===== config.mk =====
export PLATFORM = sky130hd
export DESIGN_NAME = ipv4_dotted_text_parser
export DESIGN_NICKNAME = d
export VERILOG_FILES = /design/src/sv/ipv4p_pkg.sv /design/src/sv/ipv4p_core.sv /design/src/sv/ipv4_dotted_text_parser.sv
export SDC_FILE = /design/constraint.sdc
export NUM_CORES = 1
export LEC_CHECK = 0
export ABC_CLOCK_PERIOD_IN_PS = 8430
export BUFFER_PORTS_ARGS = -buffer_cell sky130_fd_sc_hd__clkbuf_2
export CAP_MARGIN = 20
export CORE_MARGIN = 2
export CORE_UTILIZATION = 45
export DETAILED_ROUTE_END_ITERATION = 6
export SYNTH_ARGS = -nofsm -noshare
export SYNTH_HDL_FRONTEND = slang
export SYNTH_SLANG_ARGS = --single-unit

===== constraint.sdc =====
create_clock -name clk -period 8.43 [get_ports clk]
set_clock_uncertainty 0.05 [all_clocks]
set_input_delay 1.2645 -clock clk [delete_from_list [all_inputs] [get_ports clk]]
set_output_delay 1.2645 -clock clk [all_outputs]
set_load 0.1 [all_outputs]

===== src/sv/ipv4p_pkg.sv =====
// ----------------------------------------------------------------------------
// ipv4p_pkg
// shared types and constants of the ipv4 dotted-text parser
// ----------------------------------------------------------------------------
package ipv4p_pkg;

	localparam int unsigned CHAR_W = 8;
	localparam int unsigned ADDR_W = 32;
	localparam int unsigned IN_TDATA_W = 8;
	localparam int unsigned OUT_TDATA_W = 40;

	localparam logic [ADDR_W-1:0] LIM_TWO_PARTS = 32'h00ff_ffff;
	localparam logic [ADDR_W-1:0] LIM_THREE_PARTS = 32'h0000_ffff;
	localparam logic [ADDR_W-1:0] LIM_FOUR_PARTS = 32'h0000_00ff;

	localparam logic [CHAR_W-1:0] CH_NUL = 8'h00;
	localparam logic [CHAR_W-1:0] CH_SPACE = 8'h20;
	localparam logic [CHAR_W-1:0] CH_TAB = 8'h09;
	localparam logic [CHAR_W-1:0] CH_CR = 8'h0d;
	localparam logic [CHAR_W-1:0] CH_DOT = 8'h2e;
	localparam logic [CHAR_W-1:0] CH_ZERO = 8'h30;
	localparam logic [CHAR_W-1:0] CH_NINE = 8'h39;
	localparam logic [CHAR_W-1:0] CH_X_LO = 8'h78;
	localparam logic [CHAR_W-1:0] CH_X_UP = 8'h58;
	localparam logic [CHAR_W-1:0] CH_A_LO = 8'h61;
	localparam logic [CHAR_W-1:0] CH_F_LO = 8'h66;
	localparam logic [CHAR_W-1:0] CH_A_UP = 8'h41;
	localparam logic [CHAR_W-1:0] CH_F_UP = 8'h46;

	typedef enum logic [1:0] {
		PH_DONE,
		PH_START,
		PH_ZERO,
		PH_DIGITS
	} phase_t;

	typedef enum logic [1:0] {
		RADIX_DEC,
		RADIX_OCT,
		RADIX_HEX
	} radix_t;

	typedef struct packed {
		logic              emit;
		logic              ok;
		logic [ADDR_W-1:0] address;
	} res_t;

	function automatic logic is_dec(input logic [CHAR_W-1:0] c);
		return (c >= CH_ZERO) && (c <= CH_NINE);
	endfunction

	function automatic logic is_ws(input logic [CHAR_W-1:0] c);
		return (c == CH_SPACE) || ((c >= CH_TAB) && (c <= CH_CR));
	endfunction

endpackage


===== src/sv/ipv4p_core.sv =====
// ----------------------------------------------------------------------------
// ipv4p_core
// parser state and combinational character step
// ----------------------------------------------------------------------------
module ipv4p_core (
	input  logic                          clk,
	input  logic                          arst_n,
	input  logic                          step_en,
	input  logic [ipv4p_pkg::CHAR_W-1:0]  ch,
	input  logic                          new_string,
	output ipv4p_pkg::res_t               res
);
	import ipv4p_pkg::*;

	phase_t              phase_q;
	radix_t              radix_q;
	logic [ADDR_W-1:0]   acc_q;
	logic [1:0]          pc_q;
	logic [ADDR_W-1:0]   saved_q [3];

	phase_t              eph;
	radix_t              erad;
	radix_t              drad;
	logic [ADDR_W-1:0]   eacc;
	logic [1:0]          epc;

	logic                c_dec;
	logic                c_hex;
	logic                c_dot;
	logic                c_end;
	logic                c_x;
	logic [3:0]          dval;
	logic [ADDR_W-1:0]   acc_step;
	logic                fin_ok;
	logic [ADDR_W-1:0]   fin_val;

	phase_t              phase_d;
	radix_t              radix_d;
	logic [ADDR_W-1:0]   acc_d;
	logic [1:0]          pc_d;
	logic                save_we;

	// character classes and arithmetic shared by the next-state and result blocks
	always_comb begin
		eph = new_string ? PH_START : phase_q;
		erad = new_string ? RADIX_DEC : radix_q;
		eacc = new_string ? '0 : acc_q;
		epc = new_string ? 2'd0 : pc_q;
		drad = (eph == PH_ZERO) ? RADIX_OCT : erad;

		c_dec = is_dec(ch);
		c_hex = (drad == RADIX_HEX) &&
			(((ch >= CH_A_LO) && (ch <= CH_F_LO)) || ((ch >= CH_A_UP) && (ch <= CH_F_UP)));
		c_dot = (ch == CH_DOT);
		c_end = (ch == CH_NUL) || is_ws(ch);
		c_x = (ch == CH_X_LO) || (ch == CH_X_UP);
		dval = c_dec ? ch[3:0] : ch[3:0] + 4'd9;

		case (drad)
			RADIX_HEX: acc_step = (eacc << 4) + {{(ADDR_W-4){1'b0}}, dval};
			RADIX_OCT: acc_step = (eacc << 3) + {{(ADDR_W-4){1'b0}}, dval};
			default:   acc_step = (eacc << 3) + (eacc << 1) + {{(ADDR_W-4){1'b0}}, dval};
		endcase

		fin_ok = 1'b1;
		fin_val = eacc;
		case (epc)
			2'd1: begin
				fin_ok = (eacc <= LIM_TWO_PARTS);
				fin_val = eacc | (saved_q[0] << 24);
			end
			2'd2: begin
				fin_ok = (eacc <= LIM_THREE_PARTS);
				fin_val = eacc | (saved_q[0] << 24) | (saved_q[1] << 16);
			end
			2'd3: begin
				fin_ok = (eacc <= LIM_FOUR_PARTS);
				fin_val = eacc | (saved_q[0] << 24) | (saved_q[1] << 16) | (saved_q[2] << 8);
			end
			default: begin
				fin_ok = 1'b1;
				fin_val = eacc;
			end
		endcase
	end

	// next state
	always_comb begin
		phase_d = eph;
		radix_d = erad;
		acc_d = eacc;
		pc_d = epc;
		save_we = 1'b0;
		unique case (eph)
			PH_START: begin
				if (!c_dec) begin
					phase_d = PH_DONE;
				end else if (ch == CH_ZERO) begin
					acc_d = '0;
					phase_d = PH_ZERO;
				end else begin
					radix_d = RADIX_DEC;
					acc_d = {{(ADDR_W-4){1'b0}}, dval};
					phase_d = PH_DIGITS;
				end
			end
			PH_ZERO, PH_DIGITS: begin
				phase_d = PH_DIGITS;
				radix_d = drad;
				if ((eph == PH_ZERO) && c_x) begin
					radix_d = RADIX_HEX;
				end else if (c_dec || c_hex) begin
					acc_d = acc_step;
				end else if (c_dot && (epc != 2'd3)) begin
					save_we = 1'b1;
					pc_d = epc + 2'd1;
					phase_d = PH_START;
				end else begin
					phase_d = PH_DONE;
				end
			end
			default: begin
				phase_d = eph;
			end
		endcase
	end

	// result of this character
	always_comb begin
		res = '0;
		unique case (eph)
			PH_START: begin
				res.emit = !c_dec;
			end
			PH_ZERO, PH_DIGITS: begin
				if (!((eph == PH_ZERO) && c_x) && !c_dec && !c_hex &&
					!(c_dot && (epc != 2'd3))) begin
					res.emit = 1'b1;
					res.ok = c_end && fin_ok;
					res.address = (c_end && fin_ok) ? fin_val : '0;
				end
			end
			default: begin
				res = '0;
			end
		endcase
	end

	always_ff @(posedge clk or negedge arst_n) begin
		if (!arst_n) begin
			phase_q <= PH_DONE;
			radix_q <= RADIX_DEC;
			acc_q <= '0;
			pc_q <= 2'd0;
		end else if (step_en) begin
			phase_q <= phase_d;
			radix_q <= radix_d;
			acc_q <= acc_d;
			pc_q <= pc_d;
		end
	end

	always_ff @(posedge clk) begin
		if (step_en && save_we) begin
			saved_q[epc] <= eacc;
		end
	end

`ifndef SYNTHESIS
	a_idle_silent: assert property (@(posedge clk) disable iff (!arst_n)
		(phase_q == PH_DONE && !new_string) |-> !res.emit)
		else $error("result while waiting for a new string");
	a_err_zero_addr: assert property (@(posedge clk) disable iff (!arst_n)
		(res.emit && !res.ok) |-> (res.address == '0))
		else $error("error result carries nonzero address");
	a_emit_to_done: assert property (@(posedge clk) disable iff (!arst_n)
		(step_en && res.emit) |=> (phase_q == PH_DONE))
		else $error("parser not done after result");
`endif

endmodule


===== src/sv/ipv4_dotted_text_parser.sv =====
// ----------------------------------------------------------------------------
// ipv4_dotted_text_parser
// streaming inet_aton style parser of dotted ipv4 address text
// ----------------------------------------------------------------------------
// input channel s_axis: one character per transaction in tdata[7:0], tuser
// high on the first character of a string. output channel m_axis: one
// transaction per string, tdata[0] = ok, tdata[32:1] = address (zero on error).
// a string yields its result on the character that ends it (nul or
// whitespace) or on the first error; later characters are dropped until the
// next tuser mark.
// a character enters the input register, is parsed there against the parser
// state and its result lands in the output register.
// throughput: one character per cycle while no result waits on a stalled
// output, with the accumulator update (shift-and-add by the radix) done
// combinationally in the parser core.
// reset clears both register stages and puts the parser in its done state,
// so characters are ignored until one arrives with tuser set.
// when m_axis_tready is low with a result pending, characters that produce
// no result still advance; a character that would produce a result waits in
// the input register and s_axis_tready drops until the output is taken.
// ----------------------------------------------------------------------------
module ipv4_dotted_text_parser (
	input  logic                                 clk,
	input  logic                                 arst_n,
	input  logic                                 s_axis_tvalid,
	output logic                                 s_axis_tready,
	input  logic [ipv4p_pkg::IN_TDATA_W-1:0]     s_axis_tdata,  // ch[7:0]
	input  logic                                 s_axis_tuser,  // new_string
	output logic                                 m_axis_tvalid,
	input  logic                                 m_axis_tready,
	output logic [ipv4p_pkg::OUT_TDATA_W-1:0]    m_axis_tdata   // ok, address[31:0], zero pad
);
	import ipv4p_pkg::*;

	logic                v_s1;
	logic [CHAR_W-1:0]   ch_s1;
	logic                ns_s1;
	logic                v_s2;
	logic                ok_s2;
	logic [ADDR_W-1:0]   addr_s2;
	logic                adv;
	res_t                res;

	assign adv = v_s1 && (!res.emit || !v_s2 || m_axis_tready);
	assign s_axis_tready = !v_s1 || adv;

	ipv4p_core u_core (
		.clk        (clk),
		.arst_n     (arst_n),
		.step_en    (adv),
		.ch         (ch_s1),
		.new_string (ns_s1),
		.res        (res)
	);

	always_ff @(posedge clk or negedge arst_n) begin
		if (!arst_n) begin
			v_s1 <= 1'b0;
		end else if (s_axis_tready) begin
			v_s1 <= s_axis_tvalid;
		end
	end

	always_ff @(posedge clk) begin
		if (s_axis_tready && s_axis_tvalid) begin
			ch_s1 <= s_axis_tdata[CHAR_W-1:0];
			ns_s1 <= s_axis_tuser;
		end
	end

	always_ff @(posedge clk or negedge arst_n) begin
		if (!arst_n) begin
			v_s2 <= 1'b0;
		end else if (adv && res.emit) begin
			v_s2 <= 1'b1;
		end else if (m_axis_tready) begin
			v_s2 <= 1'b0;
		end
	end

	always_ff @(posedge clk) begin
		if (adv && res.emit) begin
			ok_s2 <= res.ok;
			addr_s2 <= res.address;
		end
	end

	assign m_axis_tvalid = v_s2;
	assign m_axis_tdata = {{(OUT_TDATA_W-ADDR_W-1){1'b0}}, addr_s2, ok_s2};

`ifndef SYNTHESIS
	a_hold_s1: assert property (@(posedge clk) disable iff (!arst_n)
		(v_s1 && !adv) |=> (v_s1 && $stable(ch_s1) && $stable(ns_s1)))
		else $error("stalled character lost from input register");
	a_load_s2: assert property (@(posedge clk) disable iff (!arst_n)
		(adv && res.emit) |=> v_s2)
		else $error("result not loaded into output register");
	a_no_overwrite: assert property (@(posedge clk) disable iff (!arst_n)
		(v_s2 && !m_axis_tready) |-> !(adv && res.emit))
		else $error("pending result overwritten");
	a_err_zero: assert property (@(posedge clk) disable iff (!arst_n)
		(v_s2 && !ok_s2) |-> (addr_s2 == '0))
		else $error("error result with nonzero address");
`endif

endmodule


======== Word-level counts from Yosys, hierarchy flattened ========
Memory sizes are Yosys's and may differ from the RTL's.
Cells that the tools add are included.
word-level totals
  flip-flop bits (word level) ............. 82
  memories kept ........................... 1
  word-level logic and storage cells ...... 119
  bits in writable memories ............... 96
memories
  memory          depth  bits a word  rd ports  clocked after Yosys merged registers in  wr ports  RTL line          RTL
  u_core.saved_q  3      32           3         0                                        1         ipv4p_core.sv:19  logic [ADDR_W-1:0] saved_q [3];
operators by class
  equal/unequal tests ..................... 14
  $lt $le $gt $ge ......................... 11
  muxes and demuxes ....................... 39
  bitwise logic cells ..................... 3
  add/sub/neg operators ................... 6
  reduce and logical (&&, ||, !) cells .... 35
operators with widths
  cell                  count
  $mux 32               5
  $pmux 32 s2           2
  $add 32x4->32         3
  $or 32x32->32         3
  $pmux 32 s3           1
  $mux 34               1
  $add 32x32->32        1
  $le 32x16->1 const B  1
  $le 32x24->1 const B  1
  $le 32x8->1 const B   1
  $mux 2                14
  $eq 8x6->1 const B    3
  $eq 8x7->1 const B    2
  $ge 8x7->1 const B    2
  $le 8x7->1 const B    2
  $logic_and 1x1->1     15
  $eq 2x2->1 const B    5
  $mux 1                10
  $ge 8x4->1 const B    1
  $ge 8x6->1 const B    1
  $le 8x4->1 const B    1
  $le 8x6->1 const B    1
  $logic_not 8->1       1
  $logic_or 1x1->1      8
  other kinds (13)      23

======== Depth between registers and ports, before layout ========
Gate-level depths: netlist of the first run.
  depth after elaboration ................. 17
  depth in mapped cells ................... 19
  mapped depth without buffers ............ 19

======== Modules after synthesis ========
A second synthesis of the first run with hierarchy kept.
unflattened totals
  cell total of the unflattened synthesis .. 912
  area total of the unflattened synthesis .. 8857.2 um^2
modules (own cells, without submodules)
  module                   cells an instance  instances  area an instance (um^2)  sequential area each (um^2)
  ipv4p_core               851                1          7425.9                   2392.3
  ipv4_dotted_text_parser  61                 1          1431.4                   1311.3

======== Least setup slack after synthesis of the first run ========
No wires, ideal clock.
  path type ............................... register to register
  from .................................... register ns_s1
  to ...................................... register addr_s2[0], enable pin
  cell stages (with the launch flop) ...... 18
  path slack .............................. 3.254 ns
  clock period less this slack ............ 5.176 ns
  data arrival time ....................... 4.703 ns
  cells stage by stage .................... edfxtp_1 -> buf_2 -> buf_2 -> buf_2 -> buf_2 -> clkbuf_1 -> clkbuf_1 -> nand2b_1 -> inv_1 -> ha_1 -> and4b_1 -> nand3_1 -> and4b_1 -> nor2_2 -> o21ai_1 -> buf_2 -> buf_2 -> nor2_1
between the ends
  longest elaborated chain between the ends .. 15
  elaborated cells on any way between the ends .. 26
  those cells by class .................... eq/ne (5); mux (6); reduce/logical (15)
RTL lines
  item                            RTL line                                                RTL
  from (decl)                     ipv4_dotted_text_parser.sv:37                           logic ns_s1;
  from (signal assigned)          ipv4_dotted_text_parser.sv:67                           ns_s1 <= s_axis_tuser;
  $mux 2                          ipv4p_core.sv:45                                        eph = new_string ? PH_START : phase_q;
  $eq 2x2->1                      ipv4p_core.sv:49, ipv4p_core.sv:131, ipv4p_core.sv:136
  $mux 2                          ipv4p_core.sv:49                                        drad = (eph == PH_ZERO) ? RADIX_OCT : erad;
  $eq 2x2->1                      ipv4p_core.sv:52                                        c_hex = (drad == RADIX_HEX) &&
  $logic_and 1x1->1               ipv4p_core.sv:52
  $logic_not 1->1                 ipv4p_core.sv:136                                       if (!((eph == PH_ZERO) && c_x) && !c_dec && !c_hex &&
  $logic_and 1x1->1 (2 in a row)  ipv4p_core.sv:136
  $mux 34                         ipv4p_core.sv:136
  $pmux 1 s2 (*)                  ipv4p_core.sv:131                                       unique case (eph)
  $logic_not 1->1                 ipv4_dotted_text_parser.sv:44                           assign adv = v_s1 && (!res.emit || !v_s2 || m_axis_tready);
  $logic_or 1x1->1 (2 in a row)   ipv4_dotted_text_parser.sv:44
  $logic_and 1x1->1               ipv4_dotted_text_parser.sv:44
  $logic_and 1x1->1 (*)           ipv4_dotted_text_parser.sv:82                           if (adv && res.emit) begin
  to (signal assigned)            ipv4_dotted_text_parser.sv:84                           addr_s2 <= res.address;
  to (decl)                       ipv4_dotted_text_parser.sv:40                           logic [ADDR_W-1:0] addr_s2;
Every way passes the cells marked *; elsewhere a longest branch is shown, timed or not.
A chain may end at the register's enable or synchronous reset.

======== Final worst setup path of the first run ========
  from .................................... register ch_s1[0]
  to ...................................... register u_core.acc_q[28]
between the ends
  longest elaborated chain between the ends .. 13
  elaborated cells on any way between the ends .. 41
  those cells by class .................... add/sub (4); order compare (6); eq/ne (3); mux (8); reduce/logical (20)
RTL lines
  item                                                                    RTL line                       RTL
  from (decl)                                                             ipv4_dotted_text_parser.sv:36  logic [CHAR_W-1:0] ch_s1;
  from (signal assigned)                                                  ipv4_dotted_text_parser.sv:66  ch_s1 <= s_axis_tdata[CHAR_W-1:0];
  parallel branches: the longest is 13 deep, another holds $add 32x4->32  --
  to (signal assigned)                                                    ipv4p_core.sv:153              acc_q <= '0;
  to (signal assigned)                                                    ipv4p_core.sv:158              acc_q <= acc_d;
  to (decl)                                                               ipv4p_core.sv:17               logic [ADDR_W-1:0] acc_q;
Parallel ways; which one is timed is not known.

==> impl_results.md, run 1 <==
* Status: finished clean
* LEAKAGE at around 4.2 nW
* Synth Area in Compound Gates at 21.6%
* Area taken by flip-flops and latches at between 3000 and 4000 sq um
* Initial Util at between 40% and 50%
* CTS H-tree depth at 4
* Wire per inst at 20.2 um
* Total congestion overflow at 0
* I/O pins at between 50 and 60
* Power per cell area at roughly 160 nW/um^2
* Clk_lat worst skew at 0.43 ns
* Simple logic cell fraction of the synthesized area at between 15 and 20%
* CTS Hold Bufs at 0
* Nets@finish at between 1,000 and 1,500
* Ys async rst share at a little under a third
* Die area at around 21,000 sq um
* DRC viols at 0
* DR vias at roughly 7,600
* Final hold vios at 0
* Drt pass-1 iters at 5
* Slew HR at 34.4%
* PortBufs at between 40 and 50
* Avg Cell Area, Syn at ~9.6 sq um
* CTS sink cnt at 130
* MaxCap Viol Count at 0
* Area growth from synthesis to layout at 11.5%
* Site Rows at between 50 and 60
* Share of cells above drive strength 1 at around 13%
* Largest family of logic cells by synthesized area: compound AO/OA/AOI/OAI gates
* Flop2flop setup slack at 3.03 ns
* Post-synthesis sequential area ratio at 41.0%
* R2R cell count at 17
* HP Class: flip-flop to flip-flop
* Reg2reg start: ch_s1[0]
* HPWL Detailed at 18,000 um
* DR iter-0 viols at 566
* Area of the mapped netlist at roughly 9000 sq um
* Synthesis Warnings at 0
* Final Non-Filler Cells at about 1,300
* RSZ-0062 raised after global routing: false
* Post-CTS Setup Inserts at 0
* Cell variety after synth at 83
* Synth Flop Type: edfxtp_1
* Clock root cell: clkbuf_16
* Worst EP arrival at between 5 and 6 ns
* Post-Syn Instances at 943
* Worst Setup Path Type: flip-flop to flip-flop
* Peak fanout along the critical path at 13
* Initial antenna violation count at 0
* Hold Path Depth at 2
* Dpl cells at roughly 1,200
* Setup crit end kind: flip-flop
* Final min period at about 5.4 ns
* FF-to-FF End: u_core.acc_q[28]
* Worst hold start: u_core.acc_q[0]
* Clock Pin Slew Worst Setup and Hold Paths at 0.07 ns
* Seq cells post-synth at 130
* Clock tree buffer depth at 2
* Num CTS Buffers at 17
* Footprint of the multi-input gates at 4980 sq um
* ANT cells at 0
* Post-route ant nets at 0
* Post-synth EDFFs at 90
* Worst slew pin tran at just under 1 ns
* Final Setup Violations at 0
* CTS tree: yes
* Xor/xnor share of the synthesized area at about 4.6%
* Die Y-Extent at 146 um
* Gpl congestion at approximately 0.89
* PostCTS Resize Cnt at 0
* Final core utilization at about half
* Worst VDD drop at 0.0000889 V
* Required time worst endpoint at slightly below 9 ns
* Die X-Extent at ~150 um
* Commonest cells after routing, fill and taps aside: a21oi_1 (95), edfxtp_1 (90), nor2_1 (80), ha_1 (71), nand2_1 (69)
* Fill cells at ~1,800
* Max frequency at 185 MHz
* CP startpoint kind: flip-flop
* Most common cell after layout, fill and taps aside: a21oi_1
* Hold EP: u_core.acc_q[0]
* GR Util All Layers at approximately a quarter
* Final wirelength at between 20,000 and 30,000 um
* First-pass GRT wire length at 40,600 um
* Adder-cell area share of the yosys netlist at 10.4%
* Vias in the first global route at a little over 7,000
* Setup_tns at 0 ns
* Max-slew violation count at 0
* Largest net degree at the start of global routing at 62
* Routed vias/inst at 6.05
* Final period utilization at about 64%
* Mux share of post-synthesis cell area at less than 1%
* Core footprint at about 20,000 sq um
==> sequential cells by signal (all words and copies together), names as in the netlist, 2 cells and up <==
register / flops
u_core.phase_q: 2
u_core.acc_q: 32
u_core.saved_q: 48
u_core.radix_q: 2
u_core.pc_q: 2
ch_s1: 8
addr_s2: 32
==> per-layer routing <==
metal | GRT usage (%) | routed length [um]
met1 | 35.9 | 11800
met4 | 6.96 | 486
met5 | 0 | 0
met3 | 4.58 | 2000
met2 | 35.4 | 11000
==> layout make-up <==
cell class | count | share of cell area (%)
clock buffers | 19 | 4.29
clock inverters | 13 | 1.09
inverters | 28 | 1.04
multi-input cells | 727 | 49.4
flip-flops and latches | 130 | 36.7
well taps | 265 | 3.29
repair buffers | 69 | 4.17
==> stage by stage <==
| step | cell area, sq um | setup WS, ns | power [mW] | hold slack [ns] |
|---|---|---|---|---|
| finish | 10100 | 3.03 | 1.65 | 0.432 |
| CTS | 10100 | 3.01 | 1.65 | 0.432 |
| floorplan | 9070 | 3.25 | 0.920 | 0.392 |
| global placement | 9510 | 3.13 | 0.971 | 0.411 |
| global route | 10100 | 2.63 | 1.70 | 0.480 |
| detailed placement | 9510 | 3.03 | 0.972 | 0.418 |
==> power by group <==
| group | total (mW) | internal, mW | switching [mW] |
|---|---|---|---|
| registers | 0.714 | 0.700 | 0.0136 |
| clock network | 0.686 | 0.403 | 0.283 |
| logic | 0.247 | 0.0552 | 0.192 |
| total | 1.65 | 1.16 | 0.488 |
==> Yosys cell counts (all sizes together), types with 21 or more instances <==
library cell | instances | area (sq um)
nand2 | 69 | 259
a21oi | 97 | 493
nor2b | 26 | 163
buf | 22 | 128
xnor2 | 34 | 298
a221oi | 21 | 190
edfxtp | 90 | 2700
nor2 | 83 | 317
ha | 72 | 901
clkbuf | 42 | 158
dfrtp | 40 | 1000
o21ai | 54 | 270
inv | 28 | 105
==> how the worst max path moves through the flow <==
stage	startpoint	to	slack, ns	depth (start not counted)
3_3_place_gp	ch_s1[0]	u_core.acc_q[24]	3.13	17
5_1_grt	ch_s1[0]	u_core.acc_q[24]	2.63	17
6_report	ch_s1[0]	u_core.acc_q[28]	3.03	17
2_1_floorplan	ns_s1	addr_s2[0]	3.25	17
4_1_cts	ch_s1[0]	u_core.acc_q[28]	3.01	17
3_5_place_dp	ch_s1[0]	u_core.acc_q[28]	3.03	17
==> worst max-delay path: stages, from the launching register on <==
cell,delay (ns)
edfxtp_1,0.50
inv_1,0.18
ha_1,0.23
o21bai_1,0.12
a2111oi_4,0.82
a31oi_1,0.11
xnor2_1,0.32
fa_1,0.52
fa_1,0.47
a21o_1,0.19
a221o_1,0.40
a21oi_2,0.15
a21oi_1,0.11
a221o_1,0.43
a31oi_4,0.24
xnor2_1,0.17
a211oi_2,0.10
a21o_1,0.18
==> cell families (layout without fill, tap and decap cells) <==
kind of cell | count (synthesis) | in the layout
other | 1 | 7
adder cells (fa/ha/maj) | 74 | 74
multiplexers | 7 | 7
flip-flops | 130 | 130
XOR/XNOR | 48 | 48
AND/OR/NAND/NOR | 304 | 304
buffers and inverters | 92 | 129
AO/OA/AOI/OAI | 287 | 287
Note: power is estimated with default switching activity, not from simulation.
==> run 2, diff against run 1 <==
--- a/config.mk
+++ b/config.mk
@@ -5,7 +5,7 @@
 export SDC_FILE = /design/constraint.sdc
 export NUM_CORES = 1
 export LEC_CHECK = 0
-export ABC_CLOCK_PERIOD_IN_PS = 8430
+export ABC_CLOCK_PERIOD_IN_PS = 4600
 export BUFFER_PORTS_ARGS = -buffer_cell sky130_fd_sc_hd__clkbuf_2
 export CAP_MARGIN = 20
 export CORE_MARGIN = 2
==> constraint.sdc (replaced) <==
create_clock -name clk -period 4.6 [get_ports clk]
set_clock_uncertainty 0.05 [all_clocks]
set_input_delay 0.69 -clock clk [delete_from_list [all_inputs] [get_ports clk]]
set_output_delay 0.69 -clock clk [all_outputs]
set_load 0.1 [all_outputs]
==> impl_results.md, run 2 (synthesis results as in run 1) <==
* Status: finished with violations
* Violated checks: design-rule violations
* DR iter-0 viols at 560
* Dpl cells at 1,253
* Worst VDD drop at 0.000176 V
* Gpl congestion at 0.880
* Worst-path cell chain: inv_2 -> ha_4 -> o21bai_4 -> a2111oi_4 -> a31oi_2 -> xnor2_2 -> fa_1 -> buf_4 -> fa_2 -> a21o_1 -> a221o_1 -> a21oi_2 -> a21oi_2 -> a221o_1 -> buf_4 -> xnor2_1 -> nand2_1 -> a32o_1
* Top reg by flops: u_core.saved_q
* DP Worst Slack at ~0.052 ns
* Largest net degree at the start of global routing at between 40 and 50
* Clock Pin Slew Worst Setup and Hold Paths at approximately 0.070 ns
* Clock root cell: clkbuf_16
* Post-route cell area at 10,600 sq um
* Max-slew violation count at 0
* CTS tree: yes
* Required time worst endpoint at about 4.9 ns
* Final Setup Violations at 0
* DR vias at around 7,600
* Peak fanout along the critical path at 4
* Worst slew pin tran at between 1 and 1.5 ns
* GR Util All Layers at ~24%
* CTS sink cnt at 130
* Initial Util at around 46%
* HP Class: primary input to asynchronous set/reset pin
* ANT cells at 0
* Final min period at around 4.5 ns
* Critical Path Source: ch_s1[0]
* Worst Setup Path Type: flip-flop to flip-flop
* Total congestion overflow at 0
* Share of cells above drive strength 1 at roughly 18%
* Clock tree buffer depth at 2
* Max FFs per register at 48
* Post-route ant nets at 0
* Die area at roughly 21,000 sq um
* Area growth from synthesis to layout at 17.1%
* Vias in the first global route at slightly above 7,000
* Setup crit end kind: flip-flop
* DRC viols at 2
* Die X-Extent at roughly 150 um
* Site Rows at between 50 and 60
* Drt pass-1 iters at 7
* CTS H-tree depth at 4
* Routed vias/inst at 5.88
* RSZ-0062 raised after global routing: true
* Placed instance area at just under 10,000 sq um
* Cell-internal power at roughly 2.2 mW
* Initial antenna violation count at 0
* Switching Share at roughly 29%
* Power per cell area at just under 300 nW/um^2
* Net Switching at roughly 0.91 mW
* CTS Hold Bufs at 0
* I/O pins at between 50 and 60
* Flop2flop setup slack at about 0.11 ns
* MaxCap Viol Count at 0
* Final period utilization at between 90% and 100%
* Clk_lat worst skew at around 0.43 ns
* Setup_tns at 0 ns
* Buffers and inverters on the worst path at 3
* Reg power frac at a little over two fifths
* Top flop regs: u_core.saved_q: 48 flops, addr_s2: 32 flops, u_core.acc_q: 32 flops
* Final wirelength at roughly 26,000 um
* First-pass GRT wire length at a little over 40,000 um
* Final hold vios at 0
* Max frequency at ~220 MHz
* R2R cell count at 18
* Num CTS Buffers at 17
* Post-route setup slack at 0.107 ns
* Worst EP arrival at about 4.8 ns
* Gate power share at approximately 16%
* PortBufs at 47
* CP startpoint kind: flip-flop
* Core footprint at around 20,000 sq um
* Delay-heaviest family, CP: compound AO/OA/AOI/OAI gates
* Fill cells at approximately 1,800
* Most common cell after layout, fill and taps aside: a21oi_1
* Reg2reg start: ch_s1[0]
* Wire per inst at roughly 20 um
* Nets@finish at 1,104
* Commonest cells after routing, fill and taps aside: a21oi_1 (93), edfxtp_1 (90), nor2_1 (80), nand2_1 (68), ha_1 (68)
* LEAKAGE at 4.47 nW
* Die Y-Extent at between 100 and 150 um
* FF-to-FF End: u_core.acc_q[26]
* CP max-delay cell: edfxtp_1
* Slowest stage delay, CP at approximately 0.46 ns
* Final core utilization at a little over half
* Slew HR at approximately 28%
* HPWL Detailed at between 15,000 and 20,000 um
* Clock power frac at a little over two fifths
* Final Non-Filler Cells at 1,295
[run 2: cell count changes in the layout (fill, tap and decap cells not counted), sizes merged]
cell,delta
buf,+45
bufinv,+1
clkinv,-3
inv,+2
clkinvlp,-1
[run 2: how the worst max path moves through the flow]
stage                                  end  slack (ns)  cells past startpoint
after global placement    u_core.acc_q[28]        0.15                     17
after CTS                 u_core.acc_q[31]        0.04                     17
after global routing      u_core.acc_q[26]       -0.06                     18
final                     u_core.acc_q[26]        0.11                     18
after detailed placement  u_core.acc_q[28]        0.05                     19
after floorplan           u_core.acc_q[24]       0.009                     18
[run 2: area by class of cell]
class                   instances  area [sq um]  share of cell area [%]
multi-input cells             727          5080                    48.0
clock inverters                12           133                    1.25
repair buffers                113           782                    7.39
inverters                      28           105                   0.993
flip-flops and latches        130          3700                    35.0
well taps                     265           332                    3.13
clock buffers                  20           447                    4.22
[run 2: per-stage QoR]
stage	hold slack, ns	power (mW)
6_report	0.289	3.14
5_1_grt	0.321	3.24
4_1_cts	0.307	3.14
3_5_place_dp	0.419	1.81
3_3_place_gp	0.418	1.81
2_1_floorplan	0.344	1.69
[run 2: timing repair]
item | in CTS | in global routing
setup buffers | 0 | 9
gates resized for setup | 0 | 11
setup endpoints to repair | 0 | 12
[run 2: metal layers]
| layer | track usage (%) | share of wire (%) | vias up |
|---|---|---|---|
| met5 | 0 | 0 | - |
| met4 | 7.40 | 1.7 | 0 |
| met3 | 2.85 | 6.2 | 26 |
| met2 | 35.5 | 43 | 251 |
| met1 | 37.8 | 49 | 3682 |
| li1 | - | - | 3659 |
[run 2: power groups by stage]
stage          Combinational (mW)  Sequential, mW  Clock, mW
2_1_floorplan               0.247            1.44          0
3_3_place_gp                0.478            1.33          0
3_5_place_dp                0.479            1.33          0
4_1_cts                     0.480            1.31       1.35
5_1_grt                     0.521            1.31       1.41
6_report                    0.491            1.31       1.34
==> run 3, diff against run 2 <==
--- a/config.mk
+++ b/config.mk
@@ -9,8 +9,9 @@
 export BUFFER_PORTS_ARGS = -buffer_cell sky130_fd_sc_hd__clkbuf_2
 export CAP_MARGIN = 20
 export CORE_MARGIN = 2
-export CORE_UTILIZATION = 45
+export CORE_UTILIZATION = 56
 export DETAILED_ROUTE_END_ITERATION = 6
+export PLACE_DENSITY = 0.77
 export SYNTH_ARGS = -nofsm -noshare
 export SYNTH_HDL_FRONTEND = slang
 export SYNTH_SLANG_ARGS = --single-unit
==> impl_results.md, run 3 (synthesis results as in run 1) <==
* Buffers and inverters on the worst path at 3
* Post-route setup slack at around 0.12 ns
* First-pass GRT wire length at approximately 38,000 um
* Clk_lat worst skew at between 0.4 and 0.5 ns
* Clock root cell: clkbuf_16
* Max FFs per register at 48
* Slowest stage delay, CP at 0.45 ns
* FF-to-FF End: u_core.acc_q[28]
* Final min period at 4.48 ns
* Max-slew violation count at 0
* Gpl congestion at roughly 0.92
* Die area at 17,200 sq um
* Wire per inst at 19.9 um
* Slew HR at about a fifth
* Status: finished clean
* Core footprint at 15,800 sq um
* Post-route ant nets at 0
* Delay-heaviest family, CP: compound AO/OA/AOI/OAI gates
* Commonest cells after routing, fill and taps aside: a21oi_1 (93), edfxtp_1 (90), nor2_1 (80), nand2_1 (69), ha_1 (69)
* HPWL Detailed at between 15,000 and 20,000 um
* Required time worst endpoint at 4.87 ns
* PortBufs at 47
* CP startpoint kind: flip-flop
* HP Class: primary input to asynchronous set/reset pin
* Initial Util at 57.1%
* Site Rows at 46
* ANT cells at 0
* DRC viols at 0
* Clock Pin Slew Worst Setup and Hold Paths at about 0.06 ns
* Total congestion overflow at 0
* Area growth from synthesis to layout at 15.2%
* Placed instance area at between 9000 and 10,000 sq um
* Most common cell after layout, fill and taps aside: a21oi_1
* Worst Setup Path Type: flip-flop to flip-flop
* CTS Hold Bufs at 0
* Share of cells above drive strength 1 at roughly 17%
* Worst VDD drop at approximately 0.00029 V
* Worst-path cell chain: inv_2 -> ha_4 -> o21bai_4 -> a2111oi_4 -> buf_4 -> inv_2 -> nand2_1 -> xnor2_2 -> ha_1 -> ha_4 -> fa_2 -> a21o_1 -> a221o_1 -> a21oi_2 -> a21oi_1 -> a221o_1 -> a31oi_4 -> xnor2_1 -> a211oi_2 -> a21o_1
* Final Setup Violations at 0
* Nets@finish at ~1,100
* Peak fanout along the critical path at 4
* Top reg by flops: u_core.saved_q
* Final period utilization at a little over nine tenths
* LEAKAGE at between 4 and 5 nW
* Flop2flop setup slack at ~0.12 ns
* Final wirelength at ~25,000 um
* DR iter-0 viols at a little over 1,000
* Worst hold margin at between 0.2 and 0.3 ns
* Setup_tns at 0 ns
* Largest net degree at the start of global routing at 41
* Final hold vios at 0
* I/O pins at 55
* Routed vias/inst at around 6.4
* Initial antenna violation count at 0
* Die X-Extent at 131 um
* CTS sink cnt at 130
* Setup crit end kind: flip-flop
* Vias in the first global route at a little over 7,000
* Worst EP arrival at 4.75 ns
* Reg2reg start: ch_s1[0]
* R2R cell count at 20
* Top flop regs: u_core.saved_q: 48 flops, addr_s2: 32 flops, u_core.acc_q: 32 flops
* GR Util All Layers at between 20 and 30%
* Num CTS Buffers at 17
* CTS tree: yes
* Post-route cell area at 10,400 sq um
* Clock tree buffer depth at 2
* Final core utilization at between 60% and 70%
* CP max-delay cell: edfxtp_1
* Power per cell area at 301 nW/um^2
* Die Y-Extent at roughly 130 um
* Drt pass-1 iters at 6
* Number of cells on the critical path at 20
* DP Worst Slack at approximately 0.043 ns
* Worst slew pin tran at ~1.2 ns
* CTS H-tree depth at 4
* Max frequency at roughly 220 MHz
* MaxCap Viol Count at 0
* DR vias at about 7,900
[run 3: changes by cell type in the layout (fill, tap and decap cells not counted), moves of 2 or more]
cell / change
clkinv_4: +3
buf_4: -14
ha_2: -2
inv_6: -2
clkinvlp_4: -2
[run 3: metrics by stage]
| step | cells | power [mW] |
|---|---|---|
| floorplan | 949 | 1.69 |
| global placement | 1191 | 1.79 |
| detailed placement | 1191 | 1.80 |
| CTS | 1223 | 3.11 |
| global route | 1231 | 3.22 |
| finish | 1231 | 3.14 |
[run 3: layer usage]
metal	routed length (um)	part of all wire, %	track usage [%]
met1	10300	42	42.4
met2	11000	45	42.6
met3	2560	10	6.05
met4	673	2.7	10.1
met5	0	0	0
[run 3: worst max-delay path by stage]
stage	from	endpoint	slack (ns)
global route	ch_s1[0]	u_core.acc_q[24]	-0.03
global placement	ch_s1[0]	u_core.acc_q[29]	0.16
detailed placement	ch_s1[0]	u_core.acc_q[28]	0.04
CTS	ch_s1[0]	u_core.acc_q[28]	0.03
floorplan	ch_s1[0]	u_core.acc_q[24]	0.009
finish	ch_s1[0]	u_core.acc_q[28]	0.12
[run 3: cell type report]
class,instances,area [sq um]
clock buffer,20,457
clock inverter,12,131
fill,1219,5410
inverter,28,105
multi-input combinational,727,5100
sequential,130,3700
tap,216,270
timing repair buffer,98,649
[run 3: power breakdown]
part	leakage, nW	switching, mW	internal [mW]
Combinational	2.76	0.365	0.122
Clock	0.291	0.514	0.827
Sequential	1.36	0.0256	1.28
[run 3: what timing repair did]
item | in CTS | in global routing
gates resized for setup | 0 | 13
endpoints found under the setup margin | 0 | 12
setup buffers | 0 | 7
